File: src/rtl/dual_stack_with_search_assert.svh
// Assertion macros for the dual card stack block.
// Depends on nothing; included by the top level only.
`ifndef DUAL_STACK_WITH_SEARCH_ASSERT_SVH
`define DUAL_STACK_WITH_SEARCH_ASSERT_SVH

`ifndef NO_ASSERTIONS
// same-cycle implication, checked out of reset
`define DSWS_ASSERT_NOW(lbl, clk, rst_n, ante, cons) \
  lbl: assert property (@(posedge clk) disable iff (!rst_n) (ante) |-> (cons)) \
    else $error("assertion failed");
// next-cycle implication, checked out of reset
`define DSWS_ASSERT_NEXT(lbl, clk, rst_n, ante, cons) \
  lbl: assert property (@(posedge clk) disable iff (!rst_n) (ante) |=> (cons)) \
    else $error("assertion failed");
`else
`define DSWS_ASSERT_NOW(lbl, clk, rst_n, ante, cons)
`define DSWS_ASSERT_NEXT(lbl, clk, rst_n, ante, cons)
`endif

`endif

File: src/rtl/dsws_pkg.sv
// Shared types and codes for the dual card stack block.
// Used by the controller, the datapath and the top level; no dependencies.
package dsws_pkg;

  localparam int FUNC_W = 2;
  localparam int VAL_W  = 4;
  localparam int SUIT_W = 2;
  localparam int CARD_W = VAL_W + SUIT_W;
  localparam int CNT_W  = 7;
  localparam int STAT_W = 2;

  localparam logic [FUNC_W-1:0] OP_PUSH   = 2'd0;
  localparam logic [FUNC_W-1:0] OP_POP    = 2'd1;
  localparam logic [FUNC_W-1:0] OP_SEARCH = 2'd2;

  localparam logic [STAT_W-1:0] ST_OK    = 2'd0;
  localparam logic [STAT_W-1:0] ST_EMPTY = 2'd1;
  localparam logic [STAT_W-1:0] ST_FULL  = 2'd2;
  localparam logic [STAT_W-1:0] ST_MISS  = 2'd3;

  typedef logic [2:0] res_sel_t;

  localparam res_sel_t RES_NONE      = 3'd0;
  localparam res_sel_t RES_PUSH      = 3'd1;
  localparam res_sel_t RES_POP_EMPTY = 3'd2;
  localparam res_sel_t RES_POP       = 3'd3;
  localparam res_sel_t RES_HIT       = 3'd4;
  localparam res_sel_t RES_MISS      = 3'd5;
  localparam res_sel_t RES_NOP       = 3'd6;

  typedef struct packed {
    logic     load;       // latch a new request
    logic     pop_rd;     // drop the top card and read it
    logic     srch_step;  // read the next entry down the stack
    res_sel_t res_sel;    // which result to present
  } dsws_cmd_t;

  typedef struct packed {
    logic [FUNC_W-1:0] func;
    logic              empty;
    logic              hit;
    logic              last;
  } dsws_stat_t;

endpackage

File: src/rtl/dsws_ram.sv
// Generic single-write, single-read RAM with registered read data.
// No dependencies.
module dsws_ram #(
  parameter int WIDTH = 6,
  parameter int DEPTH = 128
) (
  input  logic                     clk,
  input  logic                     we,
  input  logic [$clog2(DEPTH)-1:0] waddr,
  input  logic [WIDTH-1:0]         wdata,
  input  logic [$clog2(DEPTH)-1:0] raddr,
  output logic [WIDTH-1:0]         rdata
);

  logic [WIDTH-1:0] mem [DEPTH];

  always_ff @(posedge clk) begin
    if (we) begin
      mem[waddr] <= wdata;
    end
    rdata <= mem[raddr];
  end

endmodule

File: src/rtl/dsws_datapath.sv
// Datapath: request registers, stack counts, card store and result registers.
// Depends on dsws_pkg and dsws_ram.
module dsws_datapath #(
  parameter int STACK_DEPTH = 64
) (
  input  logic                          clk,
  input  logic                          rst_n,
  input  logic [dsws_pkg::FUNC_W-1:0]   in_func,
  input  logic                          in_deck,
  input  logic [dsws_pkg::VAL_W-1:0]    in_card_value,
  input  logic [dsws_pkg::SUIT_W-1:0]   in_card_suit,
  input  dsws_pkg::dsws_cmd_t           cmd,
  output dsws_pkg::dsws_stat_t          stat,
  output logic                          out_strobe,
  output logic [dsws_pkg::VAL_W-1:0]    out_value,
  output logic [dsws_pkg::SUIT_W-1:0]   out_suit,
  output logic [dsws_pkg::CNT_W-1:0]    out_position,
  output logic [dsws_pkg::STAT_W-1:0]   out_status,
  output logic [dsws_pkg::CNT_W-1:0]    out_depth_now
);

  localparam int CW = $clog2(STACK_DEPTH + 1);
  localparam int AW = $clog2(2 * STACK_DEPTH);

  logic [dsws_pkg::FUNC_W-1:0] func_r;
  logic                        deck_r;
  logic [dsws_pkg::CARD_W-1:0] card_r;
  logic [CW-1:0]               cnt_r [2];
  logic [CW-1:0]               cnt_nxt;
  logic [CW-1:0]               cmp_r;
  logic [CW-1:0]               cur;
  logic [CW-1:0]               rd_idx;
  logic [AW-1:0]               base;
  logic [AW-1:0]               waddr;
  logic [AW-1:0]               raddr;
  logic [dsws_pkg::CARD_W-1:0] rdata;
  logic                        we;
  logic                        full;

  logic                          strobe_r;
  logic [dsws_pkg::VAL_W-1:0]    value_r, value_nxt;
  logic [dsws_pkg::SUIT_W-1:0]   suit_r, suit_nxt;
  logic [dsws_pkg::CNT_W-1:0]    pos_r, pos_nxt;
  logic [dsws_pkg::STAT_W-1:0]   status_r, status_nxt;
  logic [dsws_pkg::CNT_W-1:0]    depth_r, depth_nxt;

  assign cur    = cnt_r[deck_r];
  assign full   = (cur == CW'(STACK_DEPTH));
  assign base   = deck_r ? AW'(STACK_DEPTH) : '0;
  // pop reads with cmp_r still zero, so one index serves pop and search
  assign rd_idx = cur - cmp_r - CW'(1);
  assign raddr  = base + AW'(rd_idx);
  assign waddr  = base + AW'(cur);
  assign we     = (cmd.res_sel == dsws_pkg::RES_PUSH) && !full;

  dsws_ram #(
    .WIDTH (dsws_pkg::CARD_W),
    .DEPTH (2 * STACK_DEPTH)
  ) u_store (
    .clk   (clk),
    .we    (we),
    .waddr (waddr),
    .wdata (card_r),
    .raddr (raddr),
    .rdata (rdata)
  );

  assign stat.func  = func_r;
  assign stat.empty = (cur == '0);
  assign stat.hit   = (rdata == card_r);
  assign stat.last  = (cmp_r == cur);

  always_comb begin
    cnt_nxt = cur;
    if (we) begin
      cnt_nxt = cur + CW'(1);
    end else if (cmd.pop_rd) begin
      cnt_nxt = cur - CW'(1);
    end
  end

  always_comb begin
    value_nxt  = '0;
    suit_nxt   = '0;
    pos_nxt    = '0;
    status_nxt = dsws_pkg::ST_OK;
    depth_nxt  = dsws_pkg::CNT_W'(cur);
    case (cmd.res_sel)
      dsws_pkg::RES_PUSH: begin
        status_nxt = full ? dsws_pkg::ST_FULL : dsws_pkg::ST_OK;
        depth_nxt  = dsws_pkg::CNT_W'(cnt_nxt);
      end
      dsws_pkg::RES_POP_EMPTY: begin
        status_nxt = dsws_pkg::ST_EMPTY;
      end
      dsws_pkg::RES_POP: begin
        value_nxt = rdata[dsws_pkg::VAL_W-1:0];
        suit_nxt  = rdata[dsws_pkg::CARD_W-1:dsws_pkg::VAL_W];
      end
      dsws_pkg::RES_HIT: begin
        pos_nxt = dsws_pkg::CNT_W'(cmp_r);
      end
      dsws_pkg::RES_MISS: begin
        status_nxt = dsws_pkg::ST_MISS;
      end
      default: begin
      end
    endcase
  end

  always_ff @(posedge clk) begin
    if (!rst_n) begin
      cnt_r[0] <= '0;
      cnt_r[1] <= '0;
      strobe_r <= 1'b0;
    end else begin
      cnt_r[deck_r] <= cnt_nxt;
      strobe_r      <= (cmd.res_sel != dsws_pkg::RES_NONE);
    end
  end

  always_ff @(posedge clk) begin
    if (cmd.load) begin
      func_r <= in_func;
      deck_r <= in_deck;
      card_r <= {in_card_suit, in_card_value};
      cmp_r  <= '0;
    end else if (cmd.srch_step) begin
      cmp_r <= cmp_r + CW'(1);
    end
    if (cmd.res_sel != dsws_pkg::RES_NONE) begin
      value_r  <= value_nxt;
      suit_r   <= suit_nxt;
      pos_r    <= pos_nxt;
      status_r <= status_nxt;
      depth_r  <= depth_nxt;
    end
  end

  assign out_strobe    = strobe_r;
  assign out_value     = value_r;
  assign out_suit      = suit_r;
  assign out_position  = pos_r;
  assign out_status    = status_r;
  assign out_depth_now = depth_r;

endmodule

File: src/rtl/dsws_ctrl.sv
// Controller: sequences push, pop and search over the datapath.
// Depends on dsws_pkg.
module dsws_ctrl (
  input  logic                 clk,
  input  logic                 rst_n,
  input  logic                 start,
  input  dsws_pkg::dsws_stat_t stat,
  output dsws_pkg::dsws_cmd_t  cmd,
  output logic                 busy
);

  localparam logic [1:0] S_IDLE = 2'd0;
  localparam logic [1:0] S_EXEC = 2'd1;
  localparam logic [1:0] S_POPW = 2'd2;
  localparam logic [1:0] S_SRCH = 2'd3;

  logic [1:0] state_r, state_nxt;

  always_comb begin
    state_nxt     = state_r;
    cmd.load      = 1'b0;
    cmd.pop_rd    = 1'b0;
    cmd.srch_step = 1'b0;
    cmd.res_sel   = dsws_pkg::RES_NONE;
    case (state_r)
      S_IDLE: begin
        if (start) begin
          cmd.load  = 1'b1;
          state_nxt = S_EXEC;
        end
      end
      S_EXEC: begin
        state_nxt = S_IDLE;
        case (stat.func)
          dsws_pkg::OP_PUSH: begin
            cmd.res_sel = dsws_pkg::RES_PUSH;
          end
          dsws_pkg::OP_POP: begin
            if (stat.empty) begin
              cmd.res_sel = dsws_pkg::RES_POP_EMPTY;
            end else begin
              cmd.pop_rd = 1'b1;
              state_nxt  = S_POPW;
            end
          end
          dsws_pkg::OP_SEARCH: begin
            if (stat.empty) begin
              cmd.res_sel = dsws_pkg::RES_MISS;
            end else begin
              cmd.srch_step = 1'b1;
              state_nxt     = S_SRCH;
            end
          end
          default: begin
            cmd.res_sel = dsws_pkg::RES_NOP;
          end
        endcase
      end
      S_POPW: begin
        cmd.res_sel = dsws_pkg::RES_POP;
        state_nxt   = S_IDLE;
      end
      S_SRCH: begin
        // compare the entry read last cycle, topmost first
        if (stat.hit) begin
          cmd.res_sel = dsws_pkg::RES_HIT;
          state_nxt   = S_IDLE;
        end else if (stat.last) begin
          cmd.res_sel = dsws_pkg::RES_MISS;
          state_nxt   = S_IDLE;
        end else begin
          cmd.srch_step = 1'b1;
        end
      end
      default: begin
        state_nxt = S_IDLE;
      end
    endcase
  end

  always_ff @(posedge clk) begin
    if (!rst_n) begin
      state_r <= S_IDLE;
    end else begin
      state_r <= state_nxt;
    end
  end

  assign busy = (state_r != S_IDLE);

endmodule

File: src/rtl/dual_stack_with_search.sv
// Top level of the dual card stack block: controller plus datapath.
// Depends on dsws_pkg, dsws_ctrl, dsws_datapath and the assertion header.
//
// Two LIFO stacks of STACK_DEPTH cards each share one card RAM. A request is
// taken when start is high and busy low; its single result appears on the
// out_ ports for one cycle with out_strobe and must be captured then, as the
// receiver cannot stall the block. A push (or an unused code, an empty pop, a
// search of an empty stack) is answered from state S_EXEC, a pop reads the top
// card in S_EXEC and answers from S_POPW, and a search compares entries in
// S_SRCH, topmost first, until a hit at depth p or a miss over n cards. The
// search walks the stack one entry per cycle through the single RAM read
// port; busy drops in the cycle the result is shown, so the next request may
// be accepted then. No clearing pass is run after reset.
`include "dual_stack_with_search_assert.svh"

module dual_stack_with_search #(
  parameter int STACK_DEPTH = 64
) (
  input  logic                        clk,
  input  logic                        rst_n,
  input  logic                        start,
  output logic                        busy,
  input  logic [dsws_pkg::FUNC_W-1:0] in_func,
  input  logic                        in_deck,
  input  logic [dsws_pkg::VAL_W-1:0]  in_card_value,
  input  logic [dsws_pkg::SUIT_W-1:0] in_card_suit,
  output logic                        out_strobe,
  output logic [dsws_pkg::VAL_W-1:0]  out_value,
  output logic [dsws_pkg::SUIT_W-1:0] out_suit,
  output logic [dsws_pkg::CNT_W-1:0]  out_position,
  output logic [dsws_pkg::STAT_W-1:0] out_status,
  output logic [dsws_pkg::CNT_W-1:0]  out_depth_now
);

  dsws_pkg::dsws_cmd_t  cmd;
  dsws_pkg::dsws_stat_t stat;

  dsws_ctrl u_ctrl (
    .clk   (clk),
    .rst_n (rst_n),
    .start (start),
    .stat  (stat),
    .cmd   (cmd),
    .busy  (busy)
  );

  dsws_datapath #(
    .STACK_DEPTH (STACK_DEPTH)
  ) u_dp (
    .clk           (clk),
    .rst_n         (rst_n),
    .in_func       (in_func),
    .in_deck       (in_deck),
    .in_card_value (in_card_value),
    .in_card_suit  (in_card_suit),
    .cmd           (cmd),
    .stat          (stat),
    .out_strobe    (out_strobe),
    .out_value     (out_value),
    .out_suit      (out_suit),
    .out_position  (out_position),
    .out_status    (out_status),
    .out_depth_now (out_depth_now)
  );

  // an accepted request makes the block busy in the following cycle
  `DSWS_ASSERT_NEXT(a_accept_busy, clk, rst_n, start && !busy, busy)
  // every request finishes with a result as busy drops
  `DSWS_ASSERT_NOW(a_done_strobe, clk, rst_n, $fell(busy), out_strobe)
  // results never come in adjacent cycles
  `DSWS_ASSERT_NEXT(a_strobe_gap, clk, rst_n, out_strobe, !out_strobe)
  // an empty pop always leaves the stack empty
  `DSWS_ASSERT_NOW(a_empty_depth, clk, rst_n,
    out_strobe && (out_status == dsws_pkg::ST_EMPTY), out_depth_now == '0)

endmodule
File: config.mk
export PLATFORM = sky130hd
export DESIGN_NAME = dual_stack_with_search
export DESIGN_NICKNAME = d
export VERILOG_FILES = /design/src/rtl/dsws_pkg.sv /design/src/rtl/dsws_ram.sv /design/src/rtl/dsws_datapath.sv /design/src/rtl/dsws_ctrl.sv /design/src/rtl/dual_stack_with_search.sv
export VERILOG_INCLUDE_DIRS = /design/src /design/src/rtl
export SDC_FILE = /design/constraint.sdc
export NUM_CORES = 1
export LEC_CHECK = 0
export BUFFER_PORTS_ARGS = -buffer_cell sky130_fd_sc_hd__buf_2
export CAP_MARGIN = 20
export CORE_MARGIN = 2
export CORE_UTILIZATION = 45
export DETAILED_ROUTE_END_ITERATION = 16
export PLACE_DENSITY = 0.65
export SYNTH_ARGS = -nofsm -noshare
export SYNTH_HDL_FRONTEND = slang
export SYNTH_SLANG_ARGS = --single-unit
File: constraint.sdc
create_clock -name clk -period 7.2 [get_ports clk]
set_input_delay 1.08 -clock clk [delete_from_list [all_inputs] [get_ports clk]]
set_output_delay 1.08 -clock clk [all_outputs]
set_load 0.005 [all_outputs]
==> results of run 1 <==
[cell families after synthesis]
logic type | after synthesis | share of synthesized area (%)
fa+ha+maj | 19 | 0.728
buf+inv | 110 | 1.69
simple gates | 425 | 5.81
mux | 240 | 14.6
xor+xnor | 30 | 0.780
compound gates | 130 | 2.92
flops | 830 | 73.5
[Yosys cell counts (all sizes together), types with 3 or more instances]
cell type / n / area, sq um
clkbuf: 18 / 67.6
o21a: 3 / 22.5
o22ai: 6 / 37.5
a211o: 6 / 52.6
nand3: 37 / 275
a2111oi: 3 / 26.3
a22o: 3 / 26.3
nand2: 134 / 510
nor3: 19 / 100
a31oi: 13 / 81.3
a221oi: 5 / 43.8
a32oi: 3 / 26.3
a311oi: 10 / 87.6
dfxtp: 17 / 340
or4: 4 / 30.0
mux4: 197 / 4440
xor2: 5 / 43.8
buf: 67 / 408
nor2b: 13 / 81.3
nand4: 9 / 56.3
mux2: 5 / 56.3
ha: 18 / 225
o31ai: 3 / 22.5
a31o: 4 / 35.0
xnor2: 25 / 219
nand2b: 4 / 25.0
nor2: 174 / 672
a211oi: 16 / 120
and3: 14 / 87.6
inv: 23 / 86.3
o22a: 5 / 43.8
o21ai: 17 / 108
o211ai: 5 / 37.5
a21oi: 13 / 65.1
mux2i: 38 / 409
edfxtp: 813 / 24400
and2: 11 / 68.8
[where the power goes]
| part | total [W] | internal (W) | switching [W] |
|---|---|---|---|
| logic | 0.00269 | 0.00106 | 0.00164 |
| registers | 0.00542 | 0.00537 | 0.0000536 |
| clock network | 0.00426 | 0.00246 | 0.00180 |
[worst min-delay path, stage by stage (launching register included)]
cell and delay (ns):
dfxtp_1 0.35, xnor2_1 0.16, nor2_1 0.04
[flip-flops by register name, summed over array words and instances, names as in the netlist, named ones only]
register and flops:
u_dp.func_r 2, u_dp.u_store.rdata 6, u_dp.deck_r 1, u_ctrl.state_r 2, u_dp.cnt_r 14, u_dp.out_depth_now 7
u_dp.cmp_r 7, u_dp.out_status 2, u_dp.out_suit 2, u_dp.out_strobe 1, u_dp.out_value 4, u_dp.card_r 6
u_dp.u_store.mem 768, u_dp.out_position 7
[path summary, 6_finish.rpt]
kind	endpoint	from	cells past startpoint
worst min-delay path	u_dp.cmp_r[0]	u_dp.cmp_r[0]	2
worst min register to register	u_dp.cmp_r[0]	u_dp.cmp_r[0]	2
worst max-delay path	u_dp.u_store.rdata[2]	flip-flop	13
worst max register to register	u_dp.u_store.rdata[2]	flip-flop	13
[layout by cell type, fill, tap and decap left out, types with 14 or more instances in the layout]
cell type,synthesis,final
nand3_1,28,28
buf_2,38,35
clkinv_1,2,14
and3_1,14,14
edfxtp_1,813,813
nor2_1,172,171
ha_1,18,16
buf_4,15,26
clkbuf_1,18,26
o21ai_0,14,14
a211oi_1,16,16
mux4_2,197,197
nor3_1,18,18
xnor2_1,25,25
dfxtp_1,17,17
nand2_1,133,133
clkbuf_16,0,84
inv_1,20,20
mux2i_1,35,35
[routing by layer]
layer,vias up,share of wire [%],global-route usage [%]
met5,-,0,0
met4,0,3.2,6.92
met3,161,7.0,3.98
met2,769,48,34.1
met1,9204,42,29.9
li1,7327,-,-
[final cells by class]
| type | instances | share of cell area (%) |
|---|---|---|
| multi-input cells | 844 | 22.3 |
| inverters | 25 | 0.249 |
| flip-flops and latches | 830 | 65.8 |
| diodes | 1 | 0.00665 |
| clock buffers | 118 | 6.14 |
| repair buffers | 67 | 1.30 |
| clock inverters | 35 | 0.961 |
| well taps | 969 | 3.22 |
[through the flow]
| step | setup slack (ns) | utilization [%] | total power (W) |
|---|---|---|---|
| finish | 1.44 | 50.6 | 0.0124 |
| global route | 1.11 | 50.6 | 0.0128 |
| CTS | 1.47 | 50.6 | 0.0124 |
| detailed placement | 1.48 | 47.0 | 0.00821 |
| global placement | 1.54 | 47.0 | 0.00819 |
| floorplan | 3.01 | - | 0.00730 |
==> flow_summary_export.csv, run 1 <==
group,metric,value,unit
cells_and_area,seqCellArea,0.0248,sq mm
worst_setup_path,cp_slowest_stage_delay,1.39,ns
worst_setup_path,cp_cell_sequence,"mux2i_4 > inv_2 > ha_1 > ha_4 > inv_1 > fa_4 > buf_12 > mux4_2 > nand2_1 > and3_1 > a311oi_1 > o21ai_0 > a22oi_1",
routing,routed_wl,81400,um
global_route,grt_pass1_vias,17700,
routing,num_vias,17500,
place,numPortBuffers,35,
global_route,grt_max_degree,89,
power_and_ir_drop,p_per_area,329,mW/mm^2
routing,drt-initial-drc-count,2069,
worst_setup_path,worst_setup_path_end_kind,"flip-flop",
worst_setup_path,required,7.75,ns
worst_setup_path,regToRegSetupSlack,1.44,ns
cells_and_area,drive_above_1_share,21.7,%
worst_setup_path,critical_path_buf_inv_count,3,
floorplan,io_pins,36,
yosys,avgSynthCellArea,18.9,sq um
worst_setup_path,worstSetupPathType,"flip-flop to flip-flop",
cells_and_area,area_delta_synth_final,11.7,%
cells_and_area,final_nets,1883,
power_and_ir_drop,power_leakage,11.8,nW
clock_tree,cts_resized,0,
timing,setup_viol_count_final,0,
status,status,"completed",
timing,period_minus_slack,5.76,ns
floorplan,num_rows,100,
routing,drtAntennaViolNets,0,
worst_hold_path,min_path_type,"flip-flop to flip-flop",
yosys,synth_cell_types,70,
place,dp_hpwl,50200,um
yosys,ys_ff_latch,830,
routing,wire_per_inst,28.2,um
timing,setup-tns-final,0,ns
cells_and_area,multi_input_area,0.00839,sq mm
job,drv_cap,0,
floorplan,die_x,278,um
floorplan,core-area,0.0743,sq mm
yosys,ys_warn_count,0,
global_route,grt_overflow,0,
timing,final_max_slew_viol_count,0,
power_and_ir_drop,peakVddDrop,0.000222,V
clock_tree,tritoncts,"yes",
cells_and_area,layoutNonFillerInstCount,2889,
clock_tree,cts_buffer_depth,3,
floorplan,die_y,278,um
global_route,grt_antenna_before_repair,0,
yosys,synth_area,0.0337,sq mm
floorplan,initial_core_util,45.3,%
yosys,yosysSeqAreaShare,73.5,%
clock_tree,cts_setup_buffers,0,
worst_setup_path,cp-start-kind,"flip-flop",
timing,worst_slew_pin_slew,1.00,ns
clock_tree,cts_hold_buf,0,
floorplan,die_area,0.0770,sq mm
timing,finalHoldViolations,0,
timing,relSlewSlack,33.2,%
global_route,grt_pass1_wl,121000,um
yosys,async_flop_share,0,%
worst_setup_path,path_max_fanout,86,
yosys,synth.net_count,1815,
timing,max_freq,0.173,GHz
global_route,track_usage,21.3,%
worst_setup_path,crit_family,"adder cells",
timing,rsz0062_at_grt,"false",
routing,route.detailed.drc,0,
place,dp.cells,2735,
clock_tree,clkSlewWorstSetupHoldPaths,0.06,ns
yosys,synth_flop_cell,"edfxtp_1",
timing,clock_skew,0.0224,ns
clock_tree,clk_latency,0.64,ns
place,place_congestion,0.839,
clock_tree,clock_sinks,830,
cells_and_area,fillers,5920,
cells_and_area,fin_area,0.0376,sq mm
worst_setup_path,crit_arrival,6.31,ns
routing,first_pass_iters,7,
clock_tree,cts-buffers-inserted,84,
yosys,syn_inst,1784,
clock_tree,cts_root_buf,"clkbuf_16",
routing,routed_via_density,6.04,
timing,final.period_utilization,80.1,%
worst_setup_path,crit_slowest_cell,"fa_4",
place,place_area,0.0349,sq mm
clock_tree,h-tree-depth,3,
yosys,synth_edf_count,813,
timing,whs,0.586,ns
(Power assumes the default switching activity.)
==> inputs of run 2 (changes only) <==
--- a/config.mk
+++ b/config.mk
@@ -11,7 +11,7 @@
 export CORE_MARGIN = 2
 export CORE_UTILIZATION = 45
 export DETAILED_ROUTE_END_ITERATION = 16
-export PLACE_DENSITY = 0.65
+export PLACE_DENSITY = 0.67
 export SYNTH_ARGS = -nofsm -noshare
 export SYNTH_HDL_FRONTEND = slang
 export SYNTH_SLANG_ARGS = --single-unit
==> constraint.sdc (replaced) <==
create_clock -name clk -period 5.3 [get_ports clk]
set_input_delay 0.795 -clock clk [delete_from_list [all_inputs] [get_ports clk]]
set_output_delay 0.795 -clock clk [all_outputs]
set_load 0.005 [all_outputs]
==> run 2 against run 1 <==
Compared with the run above: largest cell class unchanged; fmax grew 19%; worst hold slack lost 0.26 ns; sequential cell count is the same; sequential power grew 36%; clock power grew 40%; critical path depth shrank 2; register-to-register slack lost 0.98 ns; combinational power grew 40%; non-clock buffer count grew 30; routed wire length grew 1.5%.
==> flow_summary_export.csv, run 2 (synthesis gave the netlist of run 1 again) <==
group,metric,value,unit
status,status,"completed",
floorplan,io_pins,36,
cells_and_area,fillers,5871,
timing,setup_viol_count_final,0,
routing,met1_length,32200,um
routing,route.detailed.drc,0,
routing,routed_wl,82600,um
place,place_congestion,0.902,
global_route,grt_pass1_vias,17800,
worst_setup_path,cp-endpoint,"u_dp.u_store.rdata[1]",
cells_and_area,drive_above_1_share,23.0,%
routing,routed_via_density,6.05,
cells_and_area,final_nets,1914,
floorplan,initial_core_util,45.3,%
routing,first_pass_iters,7,
worst_setup_path,path_max_fanout,24,
floorplan,num_rows,100,
global_route,grt_pass1_wl,122000,um
worst_setup_path,r2r_cells,11,
cells_and_area,final_common_cell,"edfxtp_1",
worst_setup_path,worstSetupPathType,"flip-flop to flip-flop",
timing,final_max_slew_viol_count,0,
clock_tree,cts-buffers-inserted,85,
routing,met2_length,39300,um
floorplan,core-area,0.0743,sq mm
floorplan,die_area,0.0770,sq mm
clock_tree,clock_sinks,830,
worst_setup_path,path_depth,11,
power_and_ir_drop,power_leakage,12.0,nW
cells_and_area,largestRegisters,"u_dp.u_store.mem (768), u_dp.cnt_r (14)",
timing,rsz0062_at_grt,"false",
power_and_ir_drop,swShare,28.1,%
place,numPortBuffers,35,
place,dp_hpwl,53000,um
timing,final.period_utilization,91.5,%
clock_tree,tritoncts,"yes",
power_and_ir_drop,p_per_area,450,mW/mm^2
power_and_ir_drop,clockPowerShare,34.8,%
timing,finalHoldViolations,0,
global_route,grt_antenna_before_repair,1,
worst_setup_path,cp-start-kind,"flip-flop",
floorplan,die_x,278,um
worst_setup_path,worst_setup_path_end_kind,"flip-flop",
routing,dr.max_layer_used,"met4",
clock_tree,cts_hold_buf,0,
worst_setup_path,cp_slowest_stage_delay,0.97,ns
global_route,grt_overflow,0,
cells_and_area,largest-register,"u_dp.u_store.mem",
clock_tree,cts_buffer_depth,3,
worst_setup_path,regToRegEndpoint,"u_dp.u_store.rdata[1]",
floorplan,die_y,278,um
global_route,track_usage,21.6,%
timing,period_minus_slack,4.85,ns
timing,whs,0.327,ns
power_and_ir_drop,p_sw,0.00481,W
power_and_ir_drop,internal_power,0.0123,W
global_route,grt_max_degree,121,
timing,max_freq,0.206,GHz
timing,relSlewSlack,28.3,%
power_and_ir_drop,comb_power_share,22.1,%
cells_and_area,area_delta_synth_final,12.8,%
power_and_ir_drop,power.share.sequential,43.1,%
routing,met3_length,8050,um
power_and_ir_drop,peakVddDrop,0.000243,V
cells_and_area,largest_reg_flops,768,
worst_setup_path,crit_arrival,5.36,ns
worst_setup_path,crit_slowest_cell,"fa_4",
routing,drt-initial-drc-count,2108,
timing,setup-tns-final,0,ns
timing,clock_skew,0.0337,ns
routing,wire_per_inst,28.3,um
clock_tree,h-tree-depth,3,
worst_setup_path,required,5.81,ns
timing,worst_slew_pin_slew,1.08,ns
cells_and_area,final_cell_mix,"edfxtp_1, mux4_2, nor2_1",
routing,drtAntennaViolNets,0,
worst_hold_path,min_path_type,"primary input to flip-flop",
clock_tree,cts_root_buf,"clkbuf_16",
worst_setup_path,regToRegSetupSlack,0.45,ns
job,drv_cap,0,
worst_setup_path,cp_cell_sequence,"mux2i_1 > inv_1 > ha_1 > inv_1 > fa_4 > buf_4 > mux4_2 > mux2i_1 > o22ai_1 > o41ai_2 > o31ai_1",
worst_setup_path,critical_path_buf_inv_count,3,
worst_setup_path,crit_family,"adder cells",
clock_tree,clkSlewWorstSetupHoldPaths,0.06,ns
clock_tree,clk_latency,0.65,ns
routing,num_vias,17700,
run 2: per-layer routing:
layer	vias to the layer above	GRT usage, %
met1	9168	29.5
met5	-	0
met4	0	8.14
li1	7401	-
met2	923	33.8
met3	166	5.31
run 2: worst reg2reg max path, stage by stage, from the launching register on:
cell	delay, ns
dfxtp_1	0.43
mux2i_1	0.53
inv_1	0.22
ha_1	0.38
inv_1	0.07
fa_4	0.97
buf_4	0.40
mux4_2	0.39
mux2i_1	0.41
o22ai_1	0.21
o41ai_2	0.56
o31ai_1	0.14
run 2: layout make-up:
| cell class | count | area, sq um | share of cell area, % |
|---|---|---|---|
| diodes | 1 | 2.50 | 0.00659 |
| clock buffers | 101 | 2190 | 5.76 |
| clock inverters | 54 | 574 | 1.51 |
| inverters | 25 | 93.8 | 0.247 |
| multi-input cells | 844 | 8400 | 22.1 |
| flip-flops and latches | 830 | 24800 | 65.2 |
| well taps | 969 | 1210 | 3.19 |
| repair buffers | 97 | 748 | 1.97 |
run 2: what timing repair did:
action	in CTS	in global routing
hold endpoints to repair	0	0
setup endpoints to repair	0	1
setup buffers	0	0
gates resized for setup	0	1
run 2: worst min-delay path by stage:
stage / to / slack (ns) / cells after the start / startpoint
final: u_dp.card_r[0] / 0.33 / 1 / in_card_value[0]
after global routing: u_dp.card_r[4] / 0.31 / 1 / in_card_suit[0]
after CTS: u_dp.card_r[0] / 0.30 / 1 / in_card_value[0]
after detailed placement: u_dp.cmp_r[0] / 0.57 / 2 / u_dp.cmp_r[0]
after global placement: u_dp.cmp_r[0] / 0.55 / 2 / u_dp.cmp_r[0]
after floorplan: u_dp.out_value[1] / 0.53 / 1 / u_dp.u_store.rdata[1]
run 2: power by group through the flow:
| stage | clock network [W] | logic [W] | registers (W) |
|---|---|---|---|
| 6_report | 0.00595 | 0.00377 | 0.00737 |
| 3_3_place_gp | 0 | 0.00370 | 0.00751 |
| 5_1_grt | 0.00625 | 0.00395 | 0.00737 |
| 2_1_floorplan | 0 | 0.00239 | 0.00753 |
| 4_1_cts | 0.00601 | 0.00375 | 0.00737 |
| 3_5_place_dp | 0 | 0.00373 | 0.00751 |
run 2: through the flow:
step	setup slack (ns)	instances	util, %	instance area [sq um]	power [W]
3_3_place_gp	0.371	2764	47.3	35200	0.0112
4_1_cts	0.321	2919	51.0	37900	0.0171
3_5_place_dp	0.307	2764	47.3	35200	0.0112
2_1_floorplan	1.11	1784	-	33700	0.00992
5_1_grt	0.220	2920	51.1	38000	0.0176
6_report	0.452	2921	51.1	38000	0.0171
